File: src/hw/rtl/etc1_block_decoder_unit_macros.svh
// ----------------------------------------------------------------------------
// ETC1 block decoder assertion macros
// Shared concurrent assertion forms, clocked on clk and muted during reset.
// ----------------------------------------------------------------------------
`ifndef ETC1_BLOCK_DECODER_UNIT_MACROS_SVH
`define ETC1_BLOCK_DECODER_UNIT_MACROS_SVH

// plain property under clk, disabled while arst_n is low
`define ETC1_BD_CHECK(lbl, prop, msg) \
	lbl: assert property (@(posedge clk) disable iff (!arst_n) prop) else $error(msg);

// same-cycle implication
`define ETC1_BD_IMPLY(lbl, ante, cons, msg) \
	`ETC1_BD_CHECK(lbl, (ante) |-> (cons), msg)

// next-cycle implication
`define ETC1_BD_NEXT(lbl, ante, cons, msg) \
	`ETC1_BD_CHECK(lbl, (ante) |=> (cons), msg)

`endif

File: src/hw/rtl/etc1_bd_pkg.sv
// ----------------------------------------------------------------------------
// ETC1 block decoder package
// Queue entry type, register indexes and the modifier table.
// ----------------------------------------------------------------------------
package etc1_bd_pkg;

	localparam int unsigned QUEUE_DEPTH = 2;
	localparam int unsigned CFG_W       = 13;

	localparam logic REG_IMAGE_WIDTH  = 1'b0;
	localparam logic REG_IMAGE_HEIGHT = 1'b1;

	localparam logic [7:0] MOD_SMALL [8] = '{8'd2, 8'd5, 8'd9, 8'd13,
		8'd18, 8'd24, 8'd33, 8'd47};
	localparam logic [7:0] MOD_LARGE [8] = '{8'd8, 8'd17, 8'd29, 8'd42,
		8'd60, 8'd80, 8'd106, 8'd183};

	localparam logic [1:0] SEL_POS_SMALL = 2'd0;
	localparam logic [1:0] SEL_POS_LARGE = 2'd1;
	localparam logic [1:0] SEL_NEG_SMALL = 2'd2;
	localparam logic [1:0] SEL_NEG_LARGE = 2'd3;

	typedef logic [7:0] chan_t;

	typedef struct packed {
		chan_t [2:0] base0;
		chan_t [2:0] base1;
		logic  [2:0] tab0;
		logic  [2:0] tab1;
		logic        flip;
		logic [31:0] lo;
		logic        bad;
		logic [15:0] mask;
		logic  [9:0] bx;
		logic  [9:0] by;
	} etc1_bd_entry_t;

	function automatic logic signed [8:0] mod_value(input logic [2:0] tab,
		input logic [1:0] sel);
		logic [8:0] s;
		logic [8:0] l;
		logic signed [8:0] r;
		s = {1'b0, MOD_SMALL[tab]};
		l = {1'b0, MOD_LARGE[tab]};
		unique case (sel)
			SEL_POS_SMALL: r = $signed(s);
			SEL_POS_LARGE: r = $signed(l);
			SEL_NEG_SMALL: r = -$signed(s);
			SEL_NEG_LARGE: r = -$signed(l);
			default:       r = '0;
		endcase
		return r;
	endfunction

endpackage

File: src/hw/rtl/etc1_bd_front.sv
// ----------------------------------------------------------------------------
// ETC1 block decoder front end
// Holds the image size registers, decodes base colours, tables and flip of
// an incoming block and marks which of its sixteen pixels lie in the image.
// ----------------------------------------------------------------------------
module etc1_bd_front #(
	parameter int unsigned MAX_DIM = 4096
) (
	input  logic                         clk,
	input  logic                         arst_n,
	input  logic                         cfg_we,
	input  logic                         cfg_index,
	input  logic [12:0]                  cfg_data,
	input  logic                         in_valid,
	output logic                         in_ready,
	input  logic [63:0]                  block_word,
	input  logic [9:0]                   block_col,
	input  logic [9:0]                   block_row,
	input  logic                         q_full,
	output logic                         q_push,
	output etc1_bd_pkg::etc1_bd_entry_t  q_entry
);
	import etc1_bd_pkg::*;

	localparam int unsigned DIM_W     = $clog2(MAX_DIM + 1);
	localparam int unsigned CMP_W     = (DIM_W > CFG_W) ? DIM_W : CFG_W;
	localparam int unsigned RESET_DIM = (MAX_DIM > 8191) ? 8191 : MAX_DIM;

	logic [CFG_W-1:0] width_q;
	logic [CFG_W-1:0] height_q;
	logic [31:0]      hi;
	logic             diff;
	logic [2:0]       bad_c;
	logic [3:0]       vx;
	logic [3:0]       vy;

	always_ff @(posedge clk or negedge arst_n) begin
		if (!arst_n) begin
			width_q  <= CFG_W'(RESET_DIM);
			height_q <= CFG_W'(RESET_DIM);
		end else if (cfg_we) begin
			unique case (cfg_index)
				REG_IMAGE_WIDTH:  width_q  <= cfg_data;
				REG_IMAGE_HEIGHT: height_q <= cfg_data;
				default:          width_q  <= width_q;
			endcase
		end
	end

	assign hi   = block_word[63:32];
	assign diff = hi[1];

	always_comb begin
		int msb;
		logic [3:0] nib0;
		logic [3:0] nib1;
		logic [4:0] b5;
		logic [2:0] d3;
		logic signed [6:0] sum;
		logic [4:0] d5;
		q_entry = '0;
		for (int c = 0; c < 3; c++) begin
			msb  = 31 - 8 * c;
			nib0 = hi[msb -: 4];
			nib1 = hi[msb - 4 -: 4];
			b5   = hi[msb -: 5];
			d3   = hi[msb - 5 -: 3];
			sum  = $signed({2'b00, b5}) + $signed({{4{d3[2]}}, d3});
			d5   = sum[4:0];
			bad_c[c] = (sum[6:5] != 2'b00);
			if (diff) begin
				q_entry.base0[c] = {b5, b5[4:2]};
				q_entry.base1[c] = {d5, d5[4:2]};
			end else begin
				q_entry.base0[c] = {nib0, nib0};
				q_entry.base1[c] = {nib1, nib1};
			end
		end
		for (int i = 0; i < 4; i++) begin
			vx[i] = (CMP_W'({block_col, 2'(i)}) < CMP_W'(width_q)) &&
				(CMP_W'({block_col, 2'(i)}) < CMP_W'(MAX_DIM));
			vy[i] = (CMP_W'({block_row, 2'(i)}) < CMP_W'(height_q)) &&
				(CMP_W'({block_row, 2'(i)}) < CMP_W'(MAX_DIM));
		end
		for (int x = 0; x < 4; x++) begin
			for (int y = 0; y < 4; y++) begin
				q_entry.mask[4 * x + y] = vx[x] & vy[y];
			end
		end
		q_entry.tab0 = hi[7:5];
		q_entry.tab1 = hi[4:2];
		q_entry.flip = hi[0];
		q_entry.lo   = block_word[31:0];
		q_entry.bad  = diff & (|bad_c);
		q_entry.bx   = block_col;
		q_entry.by   = block_row;
	end

	assign in_ready = ~q_full;
	assign q_push   = in_valid & ~q_full;

endmodule

File: src/hw/rtl/etc1_bd_queue.sv
// ----------------------------------------------------------------------------
// ETC1 block decoder block queue
// Short first-in first-out buffer of decoded blocks between front and back.
// ----------------------------------------------------------------------------
`include "etc1_block_decoder_unit_macros.svh"

module etc1_bd_queue (
	input  logic                         clk,
	input  logic                         arst_n,
	input  logic                         push,
	input  etc1_bd_pkg::etc1_bd_entry_t  push_entry,
	output logic                         full,
	input  logic                         pop,
	output logic                         head_valid,
	output etc1_bd_pkg::etc1_bd_entry_t  head
);
	import etc1_bd_pkg::*;

	localparam int unsigned PTR_W = (QUEUE_DEPTH > 1) ? $clog2(QUEUE_DEPTH) : 1;
	localparam int unsigned CNT_W = $clog2(QUEUE_DEPTH + 1);

	etc1_bd_entry_t   slot_q [QUEUE_DEPTH];
	logic [PTR_W-1:0] wr_ptr_q;
	logic [PTR_W-1:0] rd_ptr_q;
	logic [CNT_W-1:0] count_q;

	function automatic logic [PTR_W-1:0] bump(input logic [PTR_W-1:0] p);
		return (p == PTR_W'(QUEUE_DEPTH - 1)) ? '0 : p + PTR_W'(1);
	endfunction

	assign full       = (count_q == CNT_W'(QUEUE_DEPTH));
	assign head_valid = (count_q != '0);
	assign head       = slot_q[rd_ptr_q];

	always_ff @(posedge clk) begin
		if (push) begin
			slot_q[wr_ptr_q] <= push_entry;
		end
	end

	always_ff @(posedge clk or negedge arst_n) begin
		if (!arst_n) begin
			wr_ptr_q <= '0;
			rd_ptr_q <= '0;
			count_q  <= '0;
		end else begin
			if (push) begin
				wr_ptr_q <= bump(wr_ptr_q);
			end
			if (pop) begin
				rd_ptr_q <= bump(rd_ptr_q);
			end
			if (push && !pop) begin
				count_q <= count_q + CNT_W'(1);
			end else if (pop && !push) begin
				count_q <= count_q - CNT_W'(1);
			end
		end
	end

	`ETC1_BD_IMPLY(a_queue_no_overflow, push, !full || pop, "push into full queue")
	`ETC1_BD_IMPLY(a_queue_no_underflow, pop, head_valid, "pop from empty queue")
	`ETC1_BD_NEXT(a_queue_count_up, push && !pop, count_q == $past(count_q) + CNT_W'(1), "count did not grow")

endmodule

File: src/hw/rtl/etc1_bd_back.sv
// ----------------------------------------------------------------------------
// ETC1 block decoder back end
// Walks the in-image pixels of the head block, one per cycle unless the output
// stalls, and forms the clamped colour of each into the output register.
// ----------------------------------------------------------------------------
`include "etc1_block_decoder_unit_macros.svh"

module etc1_bd_back (
	input  logic                         clk,
	input  logic                         arst_n,
	input  logic                         head_valid,
	input  etc1_bd_pkg::etc1_bd_entry_t  head,
	output logic                         pop,
	output logic                         out_valid,
	input  logic                         out_ready,
	output logic [11:0]                  pixel_x,
	output logic [11:0]                  pixel_y,
	output logic [7:0]                   red,
	output logic [7:0]                   green,
	output logic [7:0]                   blue,
	output logic                         bad_delta,
	output logic                         last
);
	import etc1_bd_pkg::*;

	logic [15:0] done_q;
	logic        out_valid_q;
	logic [15:0] rem;
	logic [15:0] pick;
	logic [3:0]  idx;
	logic        only;
	logic        load_en;
	logic        advance;
	logic        emit;
	logic        sub;
	logic [2:0]  tab;
	logic [1:0]  sel;
	logic signed [8:0] m;
	chan_t [2:0] base;
	chan_t [2:0] col;

	assign rem     = head.mask & ~done_q;
	assign pick    = rem & (~rem + 16'd1);
	assign only    = ((rem & (rem - 16'd1)) == 16'd0);
	assign load_en = ~out_valid_q | out_ready;
	assign advance = load_en & head_valid;
	assign emit    = advance & (rem != 16'd0);
	assign pop     = advance & ((rem == 16'd0) | only);

	always_comb begin
		idx = '0;
		for (int i = 0; i < 16; i++) begin
			if (pick[i]) begin
				idx = idx | 4'(i);
			end
		end
	end

	assign sub  = head.flip ? idx[1] : idx[3];
	assign tab  = sub ? head.tab1 : head.tab0;
	assign base = sub ? head.base1 : head.base0;
	assign sel  = {head.lo[{1'b1, idx}], head.lo[{1'b0, idx}]};
	assign m    = mod_value(tab, sel);

	always_comb begin
		logic signed [9:0] s;
		for (int c = 0; c < 3; c++) begin
			s = $signed({2'b00, base[c]}) + 10'(m);
			if (head.bad || s[9]) begin
				col[c] = 8'd0;
			end else if (s[8]) begin
				col[c] = 8'd255;
			end else begin
				col[c] = s[7:0];
			end
		end
	end

	always_ff @(posedge clk or negedge arst_n) begin
		if (!arst_n) begin
			done_q      <= '0;
			out_valid_q <= 1'b0;
		end else begin
			if (pop) begin
				done_q <= '0;
			end else if (emit) begin
				done_q <= done_q | pick;
			end
			if (load_en) begin
				out_valid_q <= emit;
			end
		end
	end

	always_ff @(posedge clk) begin
		if (emit) begin
			pixel_x   <= {head.bx, idx[3:2]};
			pixel_y   <= {head.by, idx[1:0]};
			red       <= col[0];
			green     <= col[1];
			blue      <= col[2];
			bad_delta <= head.bad;
			last      <= only;
		end
	end

	assign out_valid = out_valid_q;

	`ETC1_BD_IMPLY(a_back_pick_onehot, emit, $onehot(pick), "pixel pick not one-hot")
	`ETC1_BD_IMPLY(a_back_done_in_mask, head_valid, (done_q & ~head.mask) == 16'd0, "done bit outside mask")
	`ETC1_BD_IMPLY(a_back_idle_clear, !head_valid, done_q == 16'd0, "done bits left without block")

endmodule

File: src/hw/rtl/etc1_block_decoder_unit.sv
// ----------------------------------------------------------------------------
// ETC1 block decoder unit
// Decodes 64-bit ETC1 blocks into clamped RGB pixels, column-major order,
// skipping pixels outside the configured image size.
//
//   channel | direction | handshake          | beat
//   --------+-----------+--------------------+-----------------------------
//   in      | input     | in_valid/in_ready  | block_word, block_col, row
//   out     | output    | out_valid/out_ready| one pixel with x, y, colour
//   cfg     | input     | cfg_we             | cfg_index, cfg_data
//
// A block yields up to sixteen pixel beats, one per cycle from the back
// end's pixel walker unless out_ready stalls it; the next queued block
// follows without a gap. A block with no in-image pixel yields no beat.
// The front accepts a new block whenever the two-entry queue has room.
// Reset sets both size registers to min(MAX_DIM, 8191) and empties the queue.
// ----------------------------------------------------------------------------
module etc1_block_decoder_unit #(
	parameter int unsigned MAX_DIM = 4096
) (
	input  logic        clk,
	input  logic        arst_n,
	input  logic        cfg_we,
	input  logic        cfg_index,
	input  logic [12:0] cfg_data,
	input  logic        in_valid,
	output logic        in_ready,
	input  logic [63:0] block_word,
	input  logic [9:0]  block_col,
	input  logic [9:0]  block_row,
	output logic        out_valid,
	input  logic        out_ready,
	output logic [11:0] pixel_x,
	output logic [11:0] pixel_y,
	output logic [7:0]  red,
	output logic [7:0]  green,
	output logic [7:0]  blue,
	output logic        bad_delta,
	output logic        last
);
	import etc1_bd_pkg::*;

	etc1_bd_entry_t q_entry;
	etc1_bd_entry_t head;
	logic           q_push;
	logic           q_full;
	logic           head_valid;
	logic           pop;

	etc1_bd_front #(
		.MAX_DIM (MAX_DIM)
	) u_front (
		.clk        (clk),
		.arst_n     (arst_n),
		.cfg_we     (cfg_we),
		.cfg_index  (cfg_index),
		.cfg_data   (cfg_data),
		.in_valid   (in_valid),
		.in_ready   (in_ready),
		.block_word (block_word),
		.block_col  (block_col),
		.block_row  (block_row),
		.q_full     (q_full),
		.q_push     (q_push),
		.q_entry    (q_entry)
	);

	etc1_bd_queue u_queue (
		.clk        (clk),
		.arst_n     (arst_n),
		.push       (q_push),
		.push_entry (q_entry),
		.full       (q_full),
		.pop        (pop),
		.head_valid (head_valid),
		.head       (head)
	);

	etc1_bd_back u_back (
		.clk        (clk),
		.arst_n     (arst_n),
		.head_valid (head_valid),
		.head       (head),
		.pop        (pop),
		.out_valid  (out_valid),
		.out_ready  (out_ready),
		.pixel_x    (pixel_x),
		.pixel_y    (pixel_y),
		.red        (red),
		.green      (green),
		.blue       (blue),
		.bad_delta  (bad_delta),
		.last       (last)
	);

endmodule
File: config.mk
export PLATFORM = sky130hd
export DESIGN_NAME = etc1_block_decoder_unit
export DESIGN_NICKNAME = d
export VERILOG_FILES = /design/src/hw/rtl/etc1_bd_pkg.sv /design/src/hw/rtl/etc1_bd_front.sv /design/src/hw/rtl/etc1_bd_queue.sv /design/src/hw/rtl/etc1_bd_back.sv /design/src/hw/rtl/etc1_block_decoder_unit.sv
export VERILOG_INCLUDE_DIRS = /design/src /design/src/hw/rtl
export SDC_FILE = /design/constraint.sdc
export NUM_CORES = 1
export LEC_CHECK = 0
export ABC_CLOCK_PERIOD_IN_PS = 8100
export BUFFER_PORTS_ARGS = -buffer_cell sky130_fd_sc_hd__buf_2
export CAP_MARGIN = 10
export CORE_MARGIN = 4
export CORE_UTILIZATION = 35
export CTS_CLUSTER_SIZE = 30
export DETAILED_ROUTE_END_ITERATION = 10
export GPL_TIMING_DRIVEN = 0
export PLACE_DENSITY = 0.49
export SYNTH_ARGS = -nofsm -noshare
export SYNTH_HDL_FRONTEND = slang
export SYNTH_SLANG_ARGS = --single-unit
File: constraint.sdc
create_clock -name clk -period 8.1 [get_ports clk]
set_input_delay 1.62 -clock clk [delete_from_list [all_inputs] [get_ports clk]]
set_output_delay 1.62 -clock clk [all_outputs]
set_load 0.02 [all_outputs]
==> summary.md, run 1 <==
| Metric | Value |
|---|---|
| TritonCTS clock tree | yes |
| Non-filler instance count after layout | 2239 |
| Final hold slack | 0.487 ns |
| Largest family of logic cells by synthesized area | simple AND/OR/NAND/NOR gates |
| Netlist cell types | 85 |
| Drt initial violations | 905 |
| GRT overflow | 0 |
| Mapped Area | 17400 um2 |
| Post-layout minimum cycle time | 7.58 ns |
| Max-cap viol count | 0 |
| Vias per cell | 5.16 |
| Slew Viols, Final | 0 |
| Routed length per placed instance | 20.0 um |
| Slowest cell on the critical path | clkbuf_1 |
| ANT nets after route | 0 |
| # hold bufs at CTS | 0 |
| Die Y | 231 um |
| Initial antenna violation count | 3 |
| RSZ-0062 raised after global routing | false |
| Post-synthesis adder-cell area fraction | 5.72% |
| YS warnings | 0 |
| Seq/Total Area, Yosys | 58.3% |
| Clk pin slew, worst setup/hold paths | 0.06 ns |
| Remaining routing DRC violations | 0 |
| Mux cell area share after synthesis | 10.3% |
| Post-synth EDFFs | 298 |
| RePlAce Congestion | 0.880 |
| Most frequent CP cell | clkbuf_1 |
| Clock skew | 0.0317 ns |
| Post-Synthesis Mean Instance Area | 13.0 um2 |
| RR Endpoint | u_back.red[6] |
| Simple-Gate Fraction of Synth Area | 10.4% |
| Worst setup SP type | flip-flop |
| # setup viols final | 0 |
| Vias in the first global route | 11500 |
| DRT Pass-1 Iters | 8 |
| CP max FO | 10 |
| Critical Path AT | 7.83 ns |
| Core Util, Final | 41.9% |
| Async S/R FF share, synth | 13.6% |
| Largest net degree at the start of global routing | 49 |
| Max Buffers Root-to-Sink | 3 |
| Worst setup path startpoint | u_queue.rd_ptr_q |
| Crit Path Class | reg -> reg |
| Initial Utilization | 35.5% |
| Standard-cell rows | 81 |
| Critical R2R Launch | u_queue.rd_ptr_q |
| Clk_lat worst skew | 0.56 ns |
| Synthesized instance count | 1337 |
| Max Clk Rate | 132 MHz |
| Share of cells above drive strength 1 | 23.6% |
| Synth Area in XOR/XNOR | 1.66% |
| Post-synthesis register bit count | 345 |
| CTS H-tree lvls | 2 |
| Syn Nets | 1513 |
| Clk root buf | clkbuf_16 |
| Final nets | 1722 |
| Top FF cell, synth | edfxtp_1 |
| Synth Area in Compound Gates | 10.1% |
| Final Hold Fails | 0 |
| Worst setup EP type | flip-flop |
| I/O pins | 155 |
| Flop-to-flop setup slack | 0.52 ns |
| Routed wire length | 44.8 mm |
| Die width | 231 um |
| Clk sink count | 345 |
| Area Overhead vs Synth | 18.0% |
| Global-route usage over all layers | 16.7% |
| Die Area | 53200 um2 |
| Crit path to | u_back.red[6] |
| Global-route wire length before repair | 68.6 mm |
| Total core area | 49000 um2 |
| Reg2Reg Depth | 27 |
| TritonCTS buffer count | 39 |
| Worst min path class | reg -> reg |
| Slew of the pin with the lowest slew margin | 1.05 ns |
| Vias | 11600 |
| Status | completed |
| Slew headroom | 30.1% |
| Dpl hpwl | 32.6 mm |
| Placed insts | 2162 |
| WP data required | 8.35 ns |
| Final cycle utilization of the critical path | 93.6% |
| CP max stage delay | 0.58 ns |
| PortBufs | 153 |
-- registers in the layout, summed over array words and instances (netlist names), 2 cells and up --
signal and cells:
u_back.blue 8, u_back.done_q 16, u_back.pixel_y 12, u_queue.count_q 2, u_front.width_q 13, u_back.pixel_x 12
u_back.green 8, u_front.height_q 13, u_back.red 8, u_queue.slot_q 248
-- cells by family (layout without fill, tap and decap cells) --
group / after synthesis / count (layout)
AO/OA/AOI/OAI: 259 / 259
XOR/XNOR: 33 / 33
adder cells (fa/ha/maj): 76 / 76
buffers and inverters: 145 / 382
flip-flops: 345 / 345
multiplexers: 122 / 122
other: 0 / 1
AND/OR/NAND/NOR: 357 / 357
-- cells in the mapped netlist (14+ instances only) --
cell type,number,area [um2]
a21o_1,16,120
a21oi_1,61,305
a31oi_1,16,100
and2_1,14,87.6
clkbuf_1,36,135
dfrtp_1,45,1130
edfxtp_1,298,8950
ha_1,67,838
inv_1,85,319
mux2_2,53,597
mux2i_1,25,250
mux4_2,36,811
nand2_1,101,379
nand2b_1,15,93.8
nand3_1,23,115
nor2_1,88,330
nor3_1,27,135
o21ai_0,59,295
xnor2_1,23,201
-- layout by cell type, fill, tap and decap left out, drive strengths merged, types with 16 or more instances in the layout --
cell / count
a21oi: 62
inv: 85
dfrtp: 45
edfxtp: 298
buf: 191
o21ai: 63
nor2: 90
a31oi: 16
ha: 67
mux2: 59
nor3: 29
a21o: 16
nand2: 101
mux4: 36
mux2i: 27
clkinv: 20
clkbuf: 82
nand3: 25
xnor2: 23
-- worst max-delay path: cells and delay by family (launching register included) --
kind	cells	cell delay (ns)
simple gates	5	0.85
xor+xnor	1	0.37
flops	1	0.34
fa+ha+maj	1	0.46
mux	2	0.63
compound gates	9	2.18
buf+inv	9	2.42
-- final cells by class --
| cell class | instances | area, um2 |
|---|---|---|
| Sequential cell | 345 | 10100 |
| Multi-Input combinational cell | 847 | 6660 |
| Tap cell | 664 | 831 |
| Inverter | 85 | 319 |
| Antenna cell | 1 | 2.50 |
| Timing Repair Buffer | 168 | 1030 |
| Clock buffer | 46 | 1030 |
| Fill cell | 4632 | 28500 |
| Clock inverter | 23 | 181 |
| Buffer | 60 | 305 |
-- stage by stage --
stage / instance area, um2 / TNS [ns] / worst slack [ns]
floorplan: 17400 / 0 / 0.622
global placement: 19000 / -412.70 / -3.32
detailed placement: 19200 / -1.82 / -0.196
CTS: 20400 / 0 / 0.118
global route: 20500 / 0 / 0.0254
finish: 20500 / 0 / 0.521
-- metal layers --
| layer | global-route usage, % | wire length, um |
|---|---|---|
| met1 | 25.2 | 22100 |
| met2 | 24.3 | 19100 |
| met3 | 3.27 | 2240 |
| met4 | 5.58 | 1280 |
| met5 | 0 | 27 |
-- worst min-delay path by stage --
stage               slack (ns)             start                to  cells after the start
detailed placement        0.48  u_back.done_q[7]  u_back.done_q[7]                      2
floorplan                 0.46  u_back.done_q[7]  u_back.done_q[7]                      2
global route              0.51  u_back.done_q[7]  u_back.done_q[7]                      2
finish                    0.49  u_back.done_q[7]  u_back.done_q[7]                      2
CTS                       0.49  u_back.done_q[7]  u_back.done_q[7]                      2
global placement          0.48  u_back.done_q[7]  u_back.done_q[7]                      2
-- repair_timing --
action / CTS / global route
gates resized for setup: 4 / 14
hold endpoints to repair: 0 / 0
endpoints found under the setup margin: 14 / 16
buffers inserted: 0 / 6
pin swaps: 0 / 3
Power of run 1 is left out: the tool's default activity adds up to more than one toggle a clock period on the data nets, which glitch-free logic cannot reach.
==> run 2, diff against run 1 <==
--- a/config.mk
+++ b/config.mk
@@ -6,7 +6,7 @@
 export SDC_FILE = /design/constraint.sdc
 export NUM_CORES = 1
 export LEC_CHECK = 0
-export ABC_CLOCK_PERIOD_IN_PS = 8100
+export ABC_CLOCK_PERIOD_IN_PS = 6200
 export BUFFER_PORTS_ARGS = -buffer_cell sky130_fd_sc_hd__buf_2
 export CAP_MARGIN = 10
 export CORE_MARGIN = 4
@@ -14,7 +14,7 @@
 export CTS_CLUSTER_SIZE = 30
 export DETAILED_ROUTE_END_ITERATION = 10
 export GPL_TIMING_DRIVEN = 0
-export PLACE_DENSITY = 0.49
+export PLACE_DENSITY = 0.51
 export SYNTH_ARGS = -nofsm -noshare
 export SYNTH_HDL_FRONTEND = slang
 export SYNTH_SLANG_ARGS = --single-unit
==> constraint.sdc (replaced) <==
create_clock -name clk -period 6.2 [get_ports clk]
set_input_delay 1.24 -clock clk [delete_from_list [all_inputs] [get_ports clk]]
set_output_delay 1.24 -clock clk [all_outputs]
set_load 0.02 [all_outputs]
==> summary.md, run 2 (same netlist as run 1, synthesis figures left out) <==
| Metric | Value |
|---|---|
| Status | completed |
| RSZ-0062 raised after global routing | true |
| CP max FO | 8 (-2) |
| Final nets | 1788 (+3.8%) |
| Fill cell count | 4436 (-4.2%) |
| Slowest cell on the critical path | mux4_2 |
| Crit Path Class | reg -> reg |
| Final hold slack | 0.491 ns (+0.00358 ns) |
| Max Buffers Root-to-Sink | 3 (unchanged) |
| Max FFs per register | 248 (unchanged) |
| Slew of the pin with the lowest slew margin | 0.946 ns (-0.103 ns) |
| Initial antenna violation count | 9 (+6) |
| I/O pins | 155 (unchanged) |
| Most common cell after layout, fill and taps aside | edfxtp_1 |
| Clk pin slew, worst setup/hold paths | 0.06 ns (about the same) |
| Largest net degree at the start of global routing | 59 (+20%) |
| Clock skew | 0.0124 ns (-0.0194 ns) |
| # hold bufs at CTS | 0 (unchanged) |
| Met1 wire length | 21.5 mm (-2.9%) |
| Max Clk Rate | 162 MHz (+22%) |
| Share of cells above drive strength 1 | 37.7% (+14 points) |
| Worst min path class | reg -> reg |
| DRT Pass-1 Iters | 5 (-3) |
| Drt initial violations | 866 (-4.3%) |
| Global-route wire length before repair | 69.5 mm (+1.3%) |
| Global-route usage over all layers | 16.8% (+0.097 points) |
| Place WS | -2.04 ns (-1.84 ns) |
| ANT nets after route | 0 (unchanged) |
| WL met2 | 20.9 mm (+9.4%) |
| Worst setup EP type | flip-flop |
| Total core area | 49000 um2 (unchanged) |
| TritonCTS clock tree | yes |
| Worst setup SP type | flip-flop |
| Placed insts | 2161 (-0.046%) |
| Highest routed layer | met5 |
| PortBufs | 153 (unchanged) |
| Clk_lat worst skew | 0.55 ns (about the same) |
| Vias | 12000 (+3.7%) |
| Clk sink count | 345 (unchanged) |
| Slew headroom | 35.1% (+5.0 points) |
| CP max stage delay | 0.55 ns (-0.03 ns) |
| Met3 WL | 2.96 mm (+32%) |
| Slew Viols, Final | 0 (unchanged) |
| Setup ws final | 0.0118 ns (-0.509 ns) |
| Die Y | 231 um (unchanged) |
| Routed wire length | 46.5 mm (+3.8%) |
| Post-layout minimum cycle time | 6.19 ns (-1.39 ns) |
| WP data required | 6.50 ns (-1.85 ns) |
| Die width | 231 um (unchanged) |
| Vias in the first global route | 11800 (+2.7%) |
| Max-cap viol count | 0 (unchanged) |
| TritonCTS buffer count | 39 (unchanged) |
| Vias per cell | 5.18 (+0.44%) |
| Most frequent cells in the layout | 298 x edfxtp_1, 157 x buf_2, 91 x nand2_1 |
| # setup viols final | 0 (unchanged) |
| Die Area | 53200 um2 (unchanged) |
| Biggest regs | u_queue.slot_q x248, u_back.done_q x16 |
| Final cycle utilization of the critical path | 99.8% (+6.2 points) |
| Dpl hpwl | 32.1 mm (-1.4%) |
| Top reg by flops | u_queue.slot_q |
| RePlAce Congestion | 0.887 (+0.74%) |
| Standard-cell rows | 81 (unchanged) |
| Non-filler instance count after layout | 2311 (+3.2%) |
| Routed length per placed instance | 20.1 um (+0.60%) |
| Initial Utilization | 35.5% (unchanged) |
| Critical Path AT | 6.49 ns (-1.34 ns) |
| Final Hold Fails | 0 (unchanged) |
| GRT overflow | 0 (unchanged) |
| Clk root buf | clkbuf_16 |
| Remaining routing DRC violations | 0 (unchanged) |
| Area Overhead vs Synth | 29.8% |
| CTS H-tree lvls | 2 (unchanged) |
[run 2: cell count changes in the layout (fill, tap and decap cells not counted), moves of 13 or more]
cell / delta
buf_4: +57
a21oi_1: -23
a21oi_2: +21
clkbuf_1: -18
buf_6: +14
ha_1: -13
nor3_1: -13
[run 2: area by class of cell]
cell class	instances	area, um2	area share [%]
antenna	6	15.0	0.0666
buffer	51	379	1.68
clock buffer	46	1040	4.60
clock inverter	24	380	1.69
inverter	85	328	1.45
multi-input combinational	847	7720	34.2
sequential	345	10100	44.9
tap	664	831	3.69
timing repair buffer	243	1720	7.62
[run 2: critical path: cells and delay by family (launching register included)]
family | cells | cell delay (ns)
and+or+nand+nor | 10 | 1.57
DFF | 1 | 0.38
muxes | 3 | 0.95
buffers and inverters | 5 | 0.82
adders and majority gates | 3 | 0.55
AOI/OAI and AO/OA | 8 | 1.66
[run 2: path summary, 6_finish.rpt]
kind	startpoint	end	slack, ns	cells after the start
setup / recovery	u_queue.rd_ptr_q	u_back.red[5]	0.01	29
hold / removal	u_back.done_q[7]	u_back.done_q[7]	0.49	2
setup reg to reg	u_queue.rd_ptr_q	u_back.red[5]	0.01	29
hold reg to reg	u_back.done_q[7]	u_back.done_q[7]	0.49	2
max in group asynchronous	arst_n	u_front.width_q[12]	4.99	2
min in group asynchronous	arst_n	u_front.width_q[7]	0.64	1
[run 2: metal layers]
metal,up-vias,GRT usage (%)
li1,5598,-
met1,5966,24.2
met2,324,25.3
met3,83,4.28
met4,6,4.92
met5,-,0
[run 2: timing repair]
item,in CTS,in global routing
hold endpoints to repair,0,0
endpoints found under the setup margin,24,24
setup buffers,45,34
gates resized for setup,114,174
pin swaps,38,77
gates cloned,3,1
[run 2: per-stage QoR]
step                cell area (um2)  util [%]  TNS [ns]
finish                        22500      46.0         0
global route                  22500      46.0     -2.85
CTS                           21400      43.8   -0.0125
detailed placement            19200      39.2    -42.87
global placement              19000      38.8   -225.60
floorplan                     17400         -         0
Power of run 2 is left out for the same reason.
